File: src/design/mdv_pkg.sv
package mdv_pkg;

	typedef enum logic {
		OP_STORE,
		OP_DROP
	} op_t;

	typedef struct packed {
		op_t  op;
		logic last;
		logic dropped;
	} ctl_t;

endpackage

File: src/design/mdv_fifo.sv
module mdv_fifo #(
	parameter int WIDTH = 8,
	parameter int LOG2  = 2
) (
	input  logic             clk,
	input  logic             arst_n,
	input  logic             push,
	input  logic [WIDTH-1:0] wdata,
	output logic             full,
	input  logic             pop,
	output logic [WIDTH-1:0] rdata,
	output logic             empty
);

	localparam int N = 1 << LOG2;

	logic [WIDTH-1:0] mem_q [N];
	logic [LOG2-1:0]  wr_ptr_q;
	logic [LOG2-1:0]  rd_ptr_q;
	logic [LOG2:0]    cnt_q;
	logic             do_push;
	logic             do_pop;

	assign full    = cnt_q == (LOG2+1)'(N);
	assign empty   = cnt_q == '0;
	assign do_push = push && !full;
	assign do_pop  = pop && !empty;
	assign rdata   = mem_q[rd_ptr_q];

	always_ff @(posedge clk or negedge arst_n) begin
		if (!arst_n) begin
			wr_ptr_q <= '0;
			rd_ptr_q <= '0;
			cnt_q    <= '0;
		end else begin
			if (do_push)
				wr_ptr_q <= wr_ptr_q + LOG2'(1);
			if (do_pop)
				rd_ptr_q <= rd_ptr_q + LOG2'(1);
			if (do_push && !do_pop)
				cnt_q <= cnt_q + (LOG2+1)'(1);
			else if (do_pop && !do_push)
				cnt_q <= cnt_q - (LOG2+1)'(1);
		end
	end

	always_ff @(posedge clk) begin
		if (do_push)
			mem_q[wr_ptr_q] <= wdata;
	end

endmodule

File: src/design/mdv_front.sv
module mdv_front #(
	parameter int DEPTH       = 128,
	parameter int SAMPLE_BITS = 16
) (
	input  logic                                                clk,
	input  logic                                                arst_n,
	input  logic                                                accept,
	input  logic signed [SAMPLE_BITS-1:0]                       sample,
	input  logic                                                last,
	output mdv_pkg::ctl_t                                       ctl,
	output logic [$clog2(DEPTH)-1:0]                            addr,
	output logic signed [SAMPLE_BITS+$clog2(DEPTH+1)-1:0]       sum,
	output logic [$clog2(DEPTH+1)-1:0]                          count
);
	import mdv_pkg::*;

	localparam int CW   = $clog2(DEPTH+1);
	localparam int AW   = $clog2(DEPTH);
	localparam int SUMW = SAMPLE_BITS + CW;

	logic [CW-1:0]          fill_q;
	logic signed [SUMW-1:0] sum_q;
	logic                   drop_q;
	logic                   keep;

	always_comb begin
		keep        = fill_q != CW'(DEPTH);
		ctl.op      = keep ? OP_STORE : OP_DROP;
		ctl.last    = last;
		ctl.dropped = drop_q | ~keep;
		addr        = fill_q[AW-1:0];
		count       = fill_q + CW'(keep);
		sum         = keep ? sum_q + SUMW'(sample) : sum_q;
	end

	always_ff @(posedge clk or negedge arst_n) begin
		if (!arst_n) begin
			fill_q <= '0;
			sum_q  <= '0;
			drop_q <= 1'b0;
		end else if (accept) begin
			if (last) begin
				fill_q <= '0;
				sum_q  <= '0;
				drop_q <= 1'b0;
			end else begin
				fill_q <= count;
				sum_q  <= sum;
				drop_q <= ctl.dropped;
			end
		end
	end

endmodule

File: src/design/mdv_div.sv
module mdv_div #(
	parameter int NW = 42,
	parameter int DW = 8
) (
	input  logic          clk,
	input  logic          arst_n,
	input  logic          start,
	input  logic [NW-1:0] dividend,
	input  logic [DW-1:0] divisor,
	output logic          done,
	output logic [NW-1:0] quotient
);

	localparam int KW = $clog2(NW+1);

	logic          busy_q;
	logic          done_q;
	logic [KW-1:0] cnt_q;
	logic [DW-1:0] rem_q;
	logic [DW-1:0] den_q;
	logic [NW-1:0] quo_q;
	logic [DW:0]   trial;
	logic [DW:0]   diff;
	logic          ge;

	assign trial    = {rem_q, quo_q[NW-1]};
	assign diff     = trial - {1'b0, den_q};
	assign ge       = trial >= {1'b0, den_q};
	assign done     = done_q;
	assign quotient = quo_q;

	always_ff @(posedge clk or negedge arst_n) begin
		if (!arst_n) begin
			busy_q <= 1'b0;
			done_q <= 1'b0;
			cnt_q  <= '0;
		end else begin
			done_q <= 1'b0;
			if (start) begin
				busy_q <= 1'b1;
				cnt_q  <= KW'(NW);
			end else if (busy_q) begin
				cnt_q <= cnt_q - KW'(1);
				if (cnt_q == KW'(1)) begin
					busy_q <= 1'b0;
					done_q <= 1'b1;
				end
			end
		end
	end

	always_ff @(posedge clk) begin
		if (start) begin
			quo_q <= dividend;
			rem_q <= '0;
			den_q <= divisor;
		end else if (busy_q) begin
			rem_q <= ge ? diff[DW-1:0] : trial[DW-1:0];
			quo_q <= {quo_q[NW-2:0], ge};
		end
	end

endmodule

File: src/design/mdv_back.sv
module mdv_back #(
	parameter int DEPTH       = 128,
	parameter int SAMPLE_BITS = 16
) (
	input  logic                                          clk,
	input  logic                                          arst_n,
	input  logic                                          q_empty,
	output logic                                          q_pop,
	input  mdv_pkg::ctl_t                                 ctl,
	input  logic [$clog2(DEPTH)-1:0]                      addr,
	input  logic [SAMPLE_BITS-1:0]                        sample,
	input  logic signed [SAMPLE_BITS+$clog2(DEPTH+1)-1:0] sum,
	input  logic [$clog2(DEPTH+1)-1:0]                    count,
	input  logic                                          pop,
	output logic                                          empty,
	output logic [15:0]                                   mean,
	output logic [15:0]                                   mean_abs_dev,
	output logic [31:0]                                   variance,
	output logic [7:0]                                    sample_count,
	output logic                                          overflow
);
	import mdv_pkg::*;

	localparam int SB   = SAMPLE_BITS;
	localparam int CW   = $clog2(DEPTH+1);
	localparam int AW   = $clog2(DEPTH);
	localparam int SUMW = SB + CW;
	localparam int ABW  = SB + CW;
	localparam int SQW  = 2*SB + CW;
	localparam int NW   = SQW;
	localparam int MXW  = (SB > 16) ? SB : 16;
	localparam int QXW  = (NW > 32) ? NW : 32;
	localparam int CXW  = (CW > 8) ? CW : 8;

	typedef enum logic [2:0] {
		ST_IDLE,
		ST_MEAN,
		ST_PASS,
		ST_ABS,
		ST_SQ,
		ST_PUT
	} state_t;

	state_t               state_q;
	logic [CW-1:0]        n_q;
	logic                 neg_q;
	logic                 drop_q;
	logic signed [SB-1:0] mean_q;
	logic [15:0]          abs_res_q;
	logic [CW-1:0]        iss_q;
	logic                 out_valid_q;
	logic [15:0]          mean_out_q;
	logic [15:0]          mad_out_q;
	logic [31:0]          var_out_q;
	logic [7:0]           cnt_out_q;
	logic                 ovf_out_q;

	logic [SB-1:0]        store [DEPTH];
	logic signed [SB-1:0] rd_data_q;
	logic                 v_s1;
	logic                 v_s2;
	logic                 v_s3;
	logic [SB-1:0]        ad_s2;
	logic [SB-1:0]        ad_s3;
	logic [2*SB-1:0]      sq_s3;
	logic [ABW-1:0]       abs_acc_q;
	logic [SQW-1:0]       sq_acc_q;

	logic                 wr_en;
	logic                 rd_en;
	logic                 pass_done;
	logic                 div_start;
	logic [NW-1:0]        div_dividend;
	logic [CW-1:0]        div_den;
	logic                 div_done;
	logic [NW-1:0]        div_quo;
	logic [SUMW-1:0]      sum_mag;
	logic [SB-1:0]        q_lo;
	logic signed [SB-1:0] mean_nxt;
	logic signed [MXW-1:0] mean_x;
	logic [QXW-1:0]       quo_x;
	logic [CXW-1:0]       cnt_x;
	logic signed [SB:0]   diff;
	logic [SB-1:0]        ad;

	mdv_div #(
		.NW(NW),
		.DW(CW)
	) u_div (
		.clk      (clk),
		.arst_n   (arst_n),
		.start    (div_start),
		.dividend (div_dividend),
		.divisor  (div_den),
		.done     (div_done),
		.quotient (div_quo)
	);

	always_comb begin
		q_pop     = (state_q == ST_IDLE) && !q_empty;
		wr_en     = q_pop && (ctl.op == OP_STORE);
		rd_en     = (state_q == ST_PASS) && (iss_q != n_q);
		pass_done = (state_q == ST_PASS) && (iss_q == n_q) && !v_s1 && !v_s2 && !v_s3;
		div_den   = (state_q == ST_IDLE) ? count : n_q;
		sum_mag   = sum[SUMW-1] ? (~sum + SUMW'(1)) : sum;
		q_lo      = div_quo[SB-1:0];
		mean_nxt  = neg_q ? (~q_lo + SB'(1)) : q_lo;
		mean_x    = MXW'(mean_q);
		quo_x     = QXW'(div_quo);
		cnt_x     = CXW'(n_q);
		diff      = (SB+1)'(rd_data_q) - (SB+1)'(mean_q);
		ad        = diff[SB] ? SB'(-diff) : SB'(diff);
		unique case (state_q)
			ST_IDLE: begin
				div_start    = q_pop && ctl.last;
				div_dividend = NW'(sum_mag);
			end
			ST_PASS: begin
				div_start    = pass_done;
				div_dividend = NW'(abs_acc_q);
			end
			ST_ABS: begin
				div_start    = div_done;
				div_dividend = sq_acc_q;
			end
			default: begin
				div_start    = 1'b0;
				div_dividend = '0;
			end
		endcase
	end

	always_ff @(posedge clk or negedge arst_n) begin
		if (!arst_n) begin
			state_q     <= ST_IDLE;
			n_q         <= '0;
			neg_q       <= 1'b0;
			drop_q      <= 1'b0;
			mean_q      <= '0;
			abs_res_q   <= '0;
			iss_q       <= '0;
			out_valid_q <= 1'b0;
			mean_out_q  <= '0;
			mad_out_q   <= '0;
			var_out_q   <= '0;
			cnt_out_q   <= '0;
			ovf_out_q   <= 1'b0;
		end else begin
			if (pop && out_valid_q)
				out_valid_q <= 1'b0;
			unique case (state_q)
				ST_IDLE: begin
					if (q_pop && ctl.last) begin
						n_q     <= count;
						neg_q   <= sum[SUMW-1];
						drop_q  <= ctl.dropped;
						state_q <= ST_MEAN;
					end
				end
				ST_MEAN: begin
					if (div_done) begin
						mean_q  <= mean_nxt;
						iss_q   <= '0;
						state_q <= ST_PASS;
					end
				end
				ST_PASS: begin
					if (rd_en)
						iss_q <= iss_q + CW'(1);
					if (pass_done)
						state_q <= ST_ABS;
				end
				ST_ABS: begin
					if (div_done) begin
						abs_res_q <= quo_x[15:0];
						state_q   <= ST_SQ;
					end
				end
				ST_SQ: begin
					if (div_done)
						state_q <= ST_PUT;
				end
				ST_PUT: begin
					if (!out_valid_q || pop) begin
						out_valid_q <= 1'b1;
						mean_out_q  <= mean_x[15:0];
						mad_out_q   <= abs_res_q;
						var_out_q   <= quo_x[31:0];
						cnt_out_q   <= cnt_x[7:0];
						ovf_out_q   <= drop_q;
						state_q     <= ST_IDLE;
					end
				end
				default: state_q <= ST_IDLE;
			endcase
		end
	end

	always_ff @(posedge clk) begin
		if (wr_en)
			store[addr] <= sample;
	end

	always_ff @(posedge clk) begin
		if (rd_en)
			rd_data_q <= store[iss_q[AW-1:0]];
	end

	always_ff @(posedge clk or negedge arst_n) begin
		if (!arst_n) begin
			v_s1 <= 1'b0;
			v_s2 <= 1'b0;
			v_s3 <= 1'b0;
		end else begin
			v_s1 <= rd_en;
			v_s2 <= v_s1;
			v_s3 <= v_s2;
		end
	end

	// scan: read, |x - mean|, square, accumulate
	always_ff @(posedge clk) begin
		ad_s2 <= ad;
		ad_s3 <= ad_s2;
		sq_s3 <= (2*SB)'(ad_s2) * (2*SB)'(ad_s2);
		if (state_q == ST_MEAN && div_done) begin
			abs_acc_q <= '0;
			sq_acc_q  <= '0;
		end else if (v_s3) begin
			abs_acc_q <= abs_acc_q + ABW'(ad_s3);
			sq_acc_q  <= sq_acc_q + SQW'(sq_s3);
		end
	end

	assign empty        = !out_valid_q;
	assign mean         = mean_out_q;
	assign mean_abs_dev = mad_out_q;
	assign variance     = var_out_q;
	assign sample_count = cnt_out_q;
	assign overflow     = ovf_out_q;

endmodule

File: src/design/mean_deviation_variance_unit.sv
// channel   handshake          payload
// input     push / full        sample, last
// result    pop / empty        mean, mean_abs_dev, variance, sample_count, overflow
//
// While full is low, samples load at one per cycle through a 4-entry request queue into
// the store. Popping the request that closes a set of n kept samples starts three runs of
// the bit-serial divider, W = 2*SAMPLE_BITS + clog2(DEPTH+1) bits wide (40 by default),
// and one scan of the store.
// Meanwhile the queue takes up to four requests of the next set, then full holds the input.
// No clearing pass after reset; a finished result holds until popped, stalling the back end.
module mean_deviation_variance_unit #(
	parameter int DEPTH       = 128,
	parameter int SAMPLE_BITS = 16
) (
	input  logic                          clk,
	input  logic                          arst_n,
	input  logic                          push,
	output logic                          full,
	input  logic signed [SAMPLE_BITS-1:0] sample,
	input  logic                          last,
	input  logic                          pop,
	output logic                          empty,
	output logic signed [15:0]            mean,
	output logic [15:0]                   mean_abs_dev,
	output logic [31:0]                   variance,
	output logic [7:0]                    sample_count,
	output logic                          overflow
);
	import mdv_pkg::*;

	localparam int CW   = $clog2(DEPTH+1);
	localparam int AW   = $clog2(DEPTH);
	localparam int SUMW = SAMPLE_BITS + CW;
	localparam int CTW  = $bits(ctl_t);
	localparam int QW   = CTW + AW + SAMPLE_BITS + SUMW + CW;

	logic                   accept;
	ctl_t                   f_ctl;
	logic [AW-1:0]          f_addr;
	logic signed [SUMW-1:0] f_sum;
	logic [CW-1:0]          f_count;
	logic [QW-1:0]          q_wdata;
	logic [QW-1:0]          q_rdata;
	logic                   q_empty;
	logic                   q_pop;
	ctl_t                   b_ctl;
	logic [AW-1:0]          b_addr;
	logic [SAMPLE_BITS-1:0] b_sample;
	logic signed [SUMW-1:0] b_sum;
	logic [CW-1:0]          b_count;
	logic [15:0]            b_mean;

	assign accept  = push && !full;
	assign q_wdata = {f_ctl, f_addr, sample, f_sum, f_count};
	assign {b_ctl, b_addr, b_sample, b_sum, b_count} = q_rdata;
	assign mean    = b_mean;

	mdv_front #(
		.DEPTH       (DEPTH),
		.SAMPLE_BITS (SAMPLE_BITS)
	) u_front (
		.clk    (clk),
		.arst_n (arst_n),
		.accept (accept),
		.sample (sample),
		.last   (last),
		.ctl    (f_ctl),
		.addr   (f_addr),
		.sum    (f_sum),
		.count  (f_count)
	);

	mdv_fifo #(
		.WIDTH (QW),
		.LOG2  (2)
	) u_queue (
		.clk    (clk),
		.arst_n (arst_n),
		.push   (accept),
		.wdata  (q_wdata),
		.full   (full),
		.pop    (q_pop),
		.rdata  (q_rdata),
		.empty  (q_empty)
	);

	mdv_back #(
		.DEPTH       (DEPTH),
		.SAMPLE_BITS (SAMPLE_BITS)
	) u_back (
		.clk          (clk),
		.arst_n       (arst_n),
		.q_empty      (q_empty),
		.q_pop        (q_pop),
		.ctl          (b_ctl),
		.addr         (b_addr),
		.sample       (b_sample),
		.sum          (b_sum),
		.count        (b_count),
		.pop          (pop),
		.empty        (empty),
		.mean         (b_mean),
		.mean_abs_dev (mean_abs_dev),
		.variance     (variance),
		.sample_count (sample_count),
		.overflow     (overflow)
	);

endmodule
File: config.mk
export PLATFORM = sky130hd
export DESIGN_NAME = mean_deviation_variance_unit
export DESIGN_NICKNAME = d
export VERILOG_FILES = /design/src/design/mdv_pkg.sv /design/src/design/mdv_fifo.sv /design/src/design/mdv_front.sv /design/src/design/mdv_div.sv /design/src/design/mdv_back.sv /design/src/design/mean_deviation_variance_unit.sv
export SDC_FILE = /design/constraint.sdc
export NUM_CORES = 2
export LEC_CHECK = 0
export BUFFER_PORTS_ARGS = -buffer_cell sky130_fd_sc_hd__buf_4
export CORE_MARGIN = 2
export CORE_UTILIZATION = 30
export DETAILED_ROUTE_END_ITERATION = 16
export HOLD_SLACK_MARGIN = 0.1
export PLACE_DENSITY = 0.46
export SLEW_MARGIN = 15
export SYNTH_ARGS = -nofsm -noshare
export SYNTH_HDL_FRONTEND = slang
export SYNTH_SLANG_ARGS = --single-unit
File: constraint.sdc
create_clock -name clk -period 6.4 [get_ports clk]
set_clock_uncertainty 0.05 [all_clocks]
set_input_delay 0.96 -clock clk [delete_from_list [all_inputs] [get_ports clk]]
set_output_delay 0.96 -clock clk [all_outputs]
set_load 0.05 [all_outputs]
Yosys cells after proc, flatten, opt, wreduce, memory -nomap -nowiden
Memories as Yosys holds them, arrays and structs flattened. A register that Yosys moved wholly into a read port is not among the register bits.
Index checks and enable logic that the tools add are counted.
{"block": "classes", "n_addsub": 15, "mul": 1, "order_cmp": 1, "n_eq_ne": 17, "muxes": 41, "bitwise": 5, "n_reduce_logical": 35}
{"operator": "40-bit case mux with 3 select lines", "count": 1}
{"operator": "40-bit 2-to-1 mux", "count": 2}
{"operator": "24-bit 2-to-1 mux", "count": 3}
{"operator": "24-bit by 16-bit adder with 24-bit output", "count": 2}
{"operator": "40-bit by 32-bit adder with 40-bit output", "count": 1}
{"operator": "8-bit 2-to-1 mux", "count": 5}
{"operator": "16-bit by 16-bit multiplier with 32-bit output", "count": 1}
{"operator": "16-bit 2-to-1 mux", "count": 2}
{"operator": "24-bit by 2-bit adder with 24-bit output, second input constant", "count": 1}
{"operator": "3-bit 2-to-1 mux", "count": 8}
{"operator": "24-bit inverter", "count": 1}
{"operator": "3-bit case mux with 6 select lines", "count": 1}
{"operator": "16-bit by 16-bit subtractor with 17-bit output", "count": 1}
{"operator": "16-bit by 1-bit adder with 16-bit output, second input constant", "count": 1}
{"operator": "16-bit negation", "count": 1}
{"operator": "16-bit inverter", "count": 1}
{"operator": "8-bit case mux with 2 select lines", "count": 1}
{"operator": "1-bit logical AND", "count": 15}
{"operator": "1-bit 2-to-1 mux", "count": 15}
{"operator": "6-bit 2-to-1 mux", "count": 2}
{"operator": "3-bit == test, second input constant", "count": 3}
{"operator": "9-bit by 8-bit greater-or-equal comparator with 1-bit output", "count": 1}
{"operator": "8-bit by 1-bit adder with 8-bit output", "count": 1}
{"operator": "8-bit by 1-bit adder with 8-bit output, second input constant", "count": 1}
{"operator": "other kinds (23)", "count": 44}
{"block": "totals", "register_bits": 362, "ramBits": 2280, "input_bits": 21, "out_inout_bits": 75, "wordCells": 150, "mem_count": 2}
{"name": "u_back.store", "depth": 128, "width": 16, "rd": 1, "rd_ports_with_merged_regs": 1, "write_ports": 1, "line_no": "mdv_back.sv:58", "rtl": "logic [SB-1:0] store [DEPTH];"}
{"name": "u_queue.mem_q", "depth": 4, "width": 58, "rd": 1, "rd_ports_with_merged_regs": 0, "write_ports": 1, "line_no": "mdv_fifo.sv:17", "rtl": "logic [WIDTH-1:0] mem_q [N];"}

Depth between registers and ports, before layout
{"block": "depth", "ltp_word": 8, "mapped_depth": 25, "ltp_nobuf": 24}

Cells and area by module
Synthesis repeated with hierarchy kept, for this count alone.
{"block": "unflattened", "hier_cells": 6329, "area_unflattened_um2": 114592.4}
{"mod": "mdv_back", "instances": 1, "cells_per_inst": 5345, "area_each_um2": 99340.3, "seq_area_each_um2": 67755.0}
{"mod": "mdv_fifo", "instances": 1, "cells_per_inst": 340, "area_each_um2": 8869.8, "seq_area_each_um2": 7141.8}
{"mod": "mdv_front", "instances": 1, "cells_per_inst": 405, "area_each_um2": 3240.6, "seq_area_each_um2": 825.8}
{"mod": "mdv_div", "instances": 1, "cells_per_inst": 238, "area_each_um2": 3128.0, "seq_area_each_um2": 1801.7}
{"mod": "mean_deviation_variance_unit", "instances": 1, "cells_per_inst": 1, "area_each_um2": 13.8, "seq_area_each_um2": 0.0}

Least setup slack after synthesis
No wires, ideal clock.
{"block": "synth_timing", "kind": "register -> register", "from": "register u_back.ad_s2[4]", "to": "register u_back.sq_s3[31]", "setup_time_ns": 0.072, "t_arrival_ns": 5.844, "required_time_ns": 6.278, "setup_slack_ns": 0.434, "stages_incl_launch_ff": 23, "path_buffers": 2, "synth_period_minus_slack_ns": 5.966, "cell_sequence": "dfxtp_1 > clkbuf_1 > clkbuf_1 > nand2_1 > fa_1 > inv_1 > fa_1 > fa_1 > fa_1 > fa_1 > inv_1 > fa_1 > inv_1 > ha_1 > a21oi_1 > nor2_1 > o41ai_1 > a211oi_1 > o2111ai_1 > a211oi_1 > a211o_1 > a21oi_1 > xnor2_1"}
{"block": "synth_between", "elab_chain_len": 1}
{"element": "start, declared", "line_no": "mdv_back.sv:63", "rtl": "logic [SB-1:0] ad_s2;"}
{"element": "start signal, assigned", "line_no": "mdv_back.sv:223", "rtl": "ad_s2 <= ad;"}
{"element": "16-bit by 16-bit multiplier with 32-bit output", "line_no": "mdv_back.sv:225", "rtl": "sq_s3 <= (2*SB)'(ad_s2) * (2*SB)'(ad_s2);"}
{"element": "end signal, assigned", "line_no": "mdv_back.sv:225"}
{"element": "end, declared", "line_no": "mdv_back.sv:65", "rtl": "logic [2*SB-1:0] sq_s3;"}
Every way passes these cells.
A chain may end at the register's enable or synchronous reset.

Final worst setup path
{"block": "layout_timing", "from": "register u_back.ad_s2[10]", "to": "register u_back.sq_s3[31]"}
The elaborated chain is that of the path after synthesis.

==> impl_results.md <==
- Status: finished, final reports clean
- Peak VDD IR: 0.000206 V
- IO Count: 96
- Sequential power share: 0.508
- Final ANT Viol Nets: 0
- Switch share: 0.233
- Chip height: 618 um
- Critical Path Max Stage Delay: 0.57 ns
- Total Power: 39.7 mW
- Synth cell count leaders: 2344 x edfxtp_1, 729 x mux4_2, 340 x nor2_1
- Relative slew slack: 0.214
- Logic gate share of total power: 0.062
- DRT Pass-1 Iters: 5
- Max-Cap Viols: 0
- Yosys top cell by area: edfxtp_1
- Ys flop type: edfxtp_1
- Routed wire length per instance: 26.3 um
- Port Buffers: 95
- Psw: 9.25 mW
- Power per cell area: around 300 nW/um^2
- Slew @ Worst Pin: 1.15 ns
- Fin worst setup slack: approximately 0.26 ns
- Post-synth EDFFs: 2344
- Cell internal pwr: around 30 mW
- Leak: 43.9 nW
- YS warnings: 0
- CTS Buffer Depth: 4
- Via-per-instance ratio: between 4 and 5
- Most frequent cell after synthesis: edfxtp_1
- Critical Path Fanout Max: 10
- FMAX: 163 MHz
- Critical Path Slowest Stage Cell: fa_1
- Post-Synthesis Cells: 6203
- Max Slew Vio Count: 0
- CP Class: register to register
- CP required: between 7 and 8 ns
- Area share of the largest cell type after synthesis: 0.621
- Top delay family on crit path: adder cells
- Pin count of the biggest net entering global routing: 102
- CTS root buf: clkbuf_16
- WP buf/inv: 4
- TritonCTS buffer count: 308
- H-tree levels: 5
- Synth Area per Inst: ~18 sq um
- Asr flop ratio synth: 0.0670
- Core Region: 376000 sq um
- Final Instance Area: 131000 sq um
- Grt ovf: 0
- Mapped cell area: 113000 sq um
- Critical Path End Type: register
- Clk pwr share: 0.430
- HP Class: primary input to register
- Syn-to-layout area delta: 16.0%
- Die outline area: 382000 sq um
- Worst-path clk slew: 0.06 ns
- WP data arrival: 6.90 ns
- Die Wd: between 600 and 700 um
- Fin crit period: 6.14 ns
- Placed cell area: ~120000 sq um
- Syn nets: 6598
- DRC: 0
- DP Wirelength: 193 mm
- Period Utilization, post-route: 0.959
- Area contributors post-synth: edfxtp_1 62%, mux4_2 14%, dfrtp_1 3.9%
- Initial antenna violation count: 24
- CTS sink count: 2656
- Place WS: -0.0421 ns
- Startpoint types: register
- Fin util: 0.349
- Initial core utilization: 0.301
- Total wire length: slightly above 300 mm
- CP cell instances: buf_4 > nand2_1 > fa_1 > inv_1 > fa_1 > fa_1 > fa_1 > fa_1 > inv_1 > fa_1 > inv_1 > ha_1 > a21oi_1 > nor2_1 > o41ai_2 > a211oi_2 > o2111ai_2 > a211oi_2 > a211o_1 > a21oi_1 > xnor2_1
- First-pass GRT wire length: between 400 and 500 mm
- Number of distinct library cells after synthesis: 74
- Layout cell share with drive strength beyond 1: 0.251
- GRT Util Overall: 0.161
- Vias in the first global route: 60500
- Final setup fails: 0
- Final GP Congestion: 0.792
- Final Hold Viols: 0
- Iter 0 DRT Violations: 5321
- Sequential area share after synthesis: 0.684
- CTS tree: built
- Routed via count: 58400
- Number of synthesized register bits: 2656
- Clk Latency, worst-skew pair: approximately 0.94 ns
- CP dominant cell by count: fa_1
- Final #Nets: 6978
- Row cnt: 225
## through the flow
step / hold slack (ns) / instances / setup TNS, ns
6_report: 0.264 / 11800 / 0
5_1_grt: 0.215 / 11800 / -0.00514
4_1_cts: 0.178 / 11800 / 0
3_5_place_dp: 0.319 / 11300 / -0.0439
3_3_place_gp: 0.309 / 11300 / -0.0225
2_1_floorplan: 0.305 / 6203 / 0
## state kept, by name, indices dropped and copies added (netlist names), 16 cells and up
register	flops
u_front.sum_q	24
u_back.mean_q	16
u_back.rd_data_q	16
u_back.abs_acc_q	24
u_queue.mem_q	232
u_back.store	2048
u_back.ad_s3	16
u_back.mean	16
u_back.abs_res_q	16
u_back.variance	32
u_back.mean_abs_dev	16
u_back.ad_s2	16
u_back.u_div.quotient	40
u_back.sq_acc_q	40
u_back.sq_s3	30
## area by class of cell
cell class	count	area, sq um
multi-input combinational	2945	33700
inverter	321	1200
tap	4994	6250
antenna	15	37.5
sequential	2656	77600
timing repair buffer	351	2920
clock inverter	160	1470
clock buffer	389	8230
fill	35300	244000
## power groups by stage
stage                     clock network (mW)  logic, mW  registers, mW
after global placement                     0       2.42           20.5
final                                   17.1       2.48           20.2
after global routing                    18.2       2.74           20.2
after CTS                               17.5       2.53           20.2
after floorplan                            0       1.44           20.5
after detailed placement                   0       2.52           20.5
## kinds of logic (layout without fill, tap and decap cells)
family | after synthesis | after routing | share of synthesized area
xor gates and xnor gates | 193 | 193 | 0.0149
buffers and inverters | 602 | 1221 | 0.0200
and+or+nand+nor | 966 | 966 | 0.0383
DFF | 2656 | 2656 | 0.684
adders and majority gates | 374 | 374 | 0.0525
AOI/OAI and AO/OA | 527 | 527 | 0.0297
other | 0 | 15 | 0
muxes | 885 | 885 | 0.160
## per-layer routing
layer	up-vias	track usage	part of all wire	wire length (um)
met1	31500	0.229	0.45	141000
li1	25200	-	-	-
met5	-	0	0.00010	32
met3	339	0.0306	0.057	17800
met2	1348	0.258	0.47	146000
met4	4	0.0324	0.018	5590
## cells in the final DEF, fill, tap and decap left out, types with 19 or more instances in the layout
cell       Yosys  routed
and3_1        24      23
ha_1         205     205
clkinv_1       1      58
mux4_2       729     713
clkinv_2       0      48
nor2b_1       25      24
nor2_1       340     310
mux2_2       119     119
edfxtp_1    2344    2344
o21ai_0      138     136
nor3_1        38      36
and2_1        50      46
a21o_1        38      38
nand2b_1      26      26
clkbuf_1     219      64
inv_1        319     319
o31ai_1       20      19
or3_1         27      27
a22o_1        25      25
dfrtp_1      178     169
nor2_2         0      30
xnor2_1      108     108
a211oi_1      23      19
nand2_1      316     315
mux2i_1       37      37
nand3_1       56      55
buf_4          0     325
xor2_1        85      85
clkbuf_16      0     312
buf_12         0      21
a21oi_1      148     147
fa_1         169     169
dfxtp_1      134     128
## worst paths after layout
kind / from / endpoint / slack, ns / depth (start not counted)
hold / removal: sample[4] / u_queue.mem_q[1][36]$_DFFE_PP_ / 0.26 / 1
setup / recovery: u_back.ad_s2[10]$_DFF_P_ / u_back.sq_s3[31]$_DFF_P_ / 0.26 / 21
setup reg to reg: u_back.ad_s2[10]$_DFF_P_ / u_back.sq_s3[31]$_DFF_P_ / 0.26 / 21
hold reg to reg: u_back.v_s2$_DFF_PN0_ / u_back.v_s3$_DFF_PN0_ / 0.33 / 0
max in group asynchronous: arst_n / u_queue.rd_ptr_q[0]$_DFFE_PN0P_ / 4.44 / 3
min in group asynchronous: arst_n / u_back.variance[20]$_DFFE_PN0P_ / 0.60 / 2
## timing repair
action                     in CTS  in global routing
setup buffers                   0                  3
setup endpoints to repair       2                  6
hold buffers                    1                  0
gates resized for setup         1                 19
pin swaps                       0                  3
hold endpoints to repair       78                  0
Note: power is estimated with default switching activity, not from simulation.
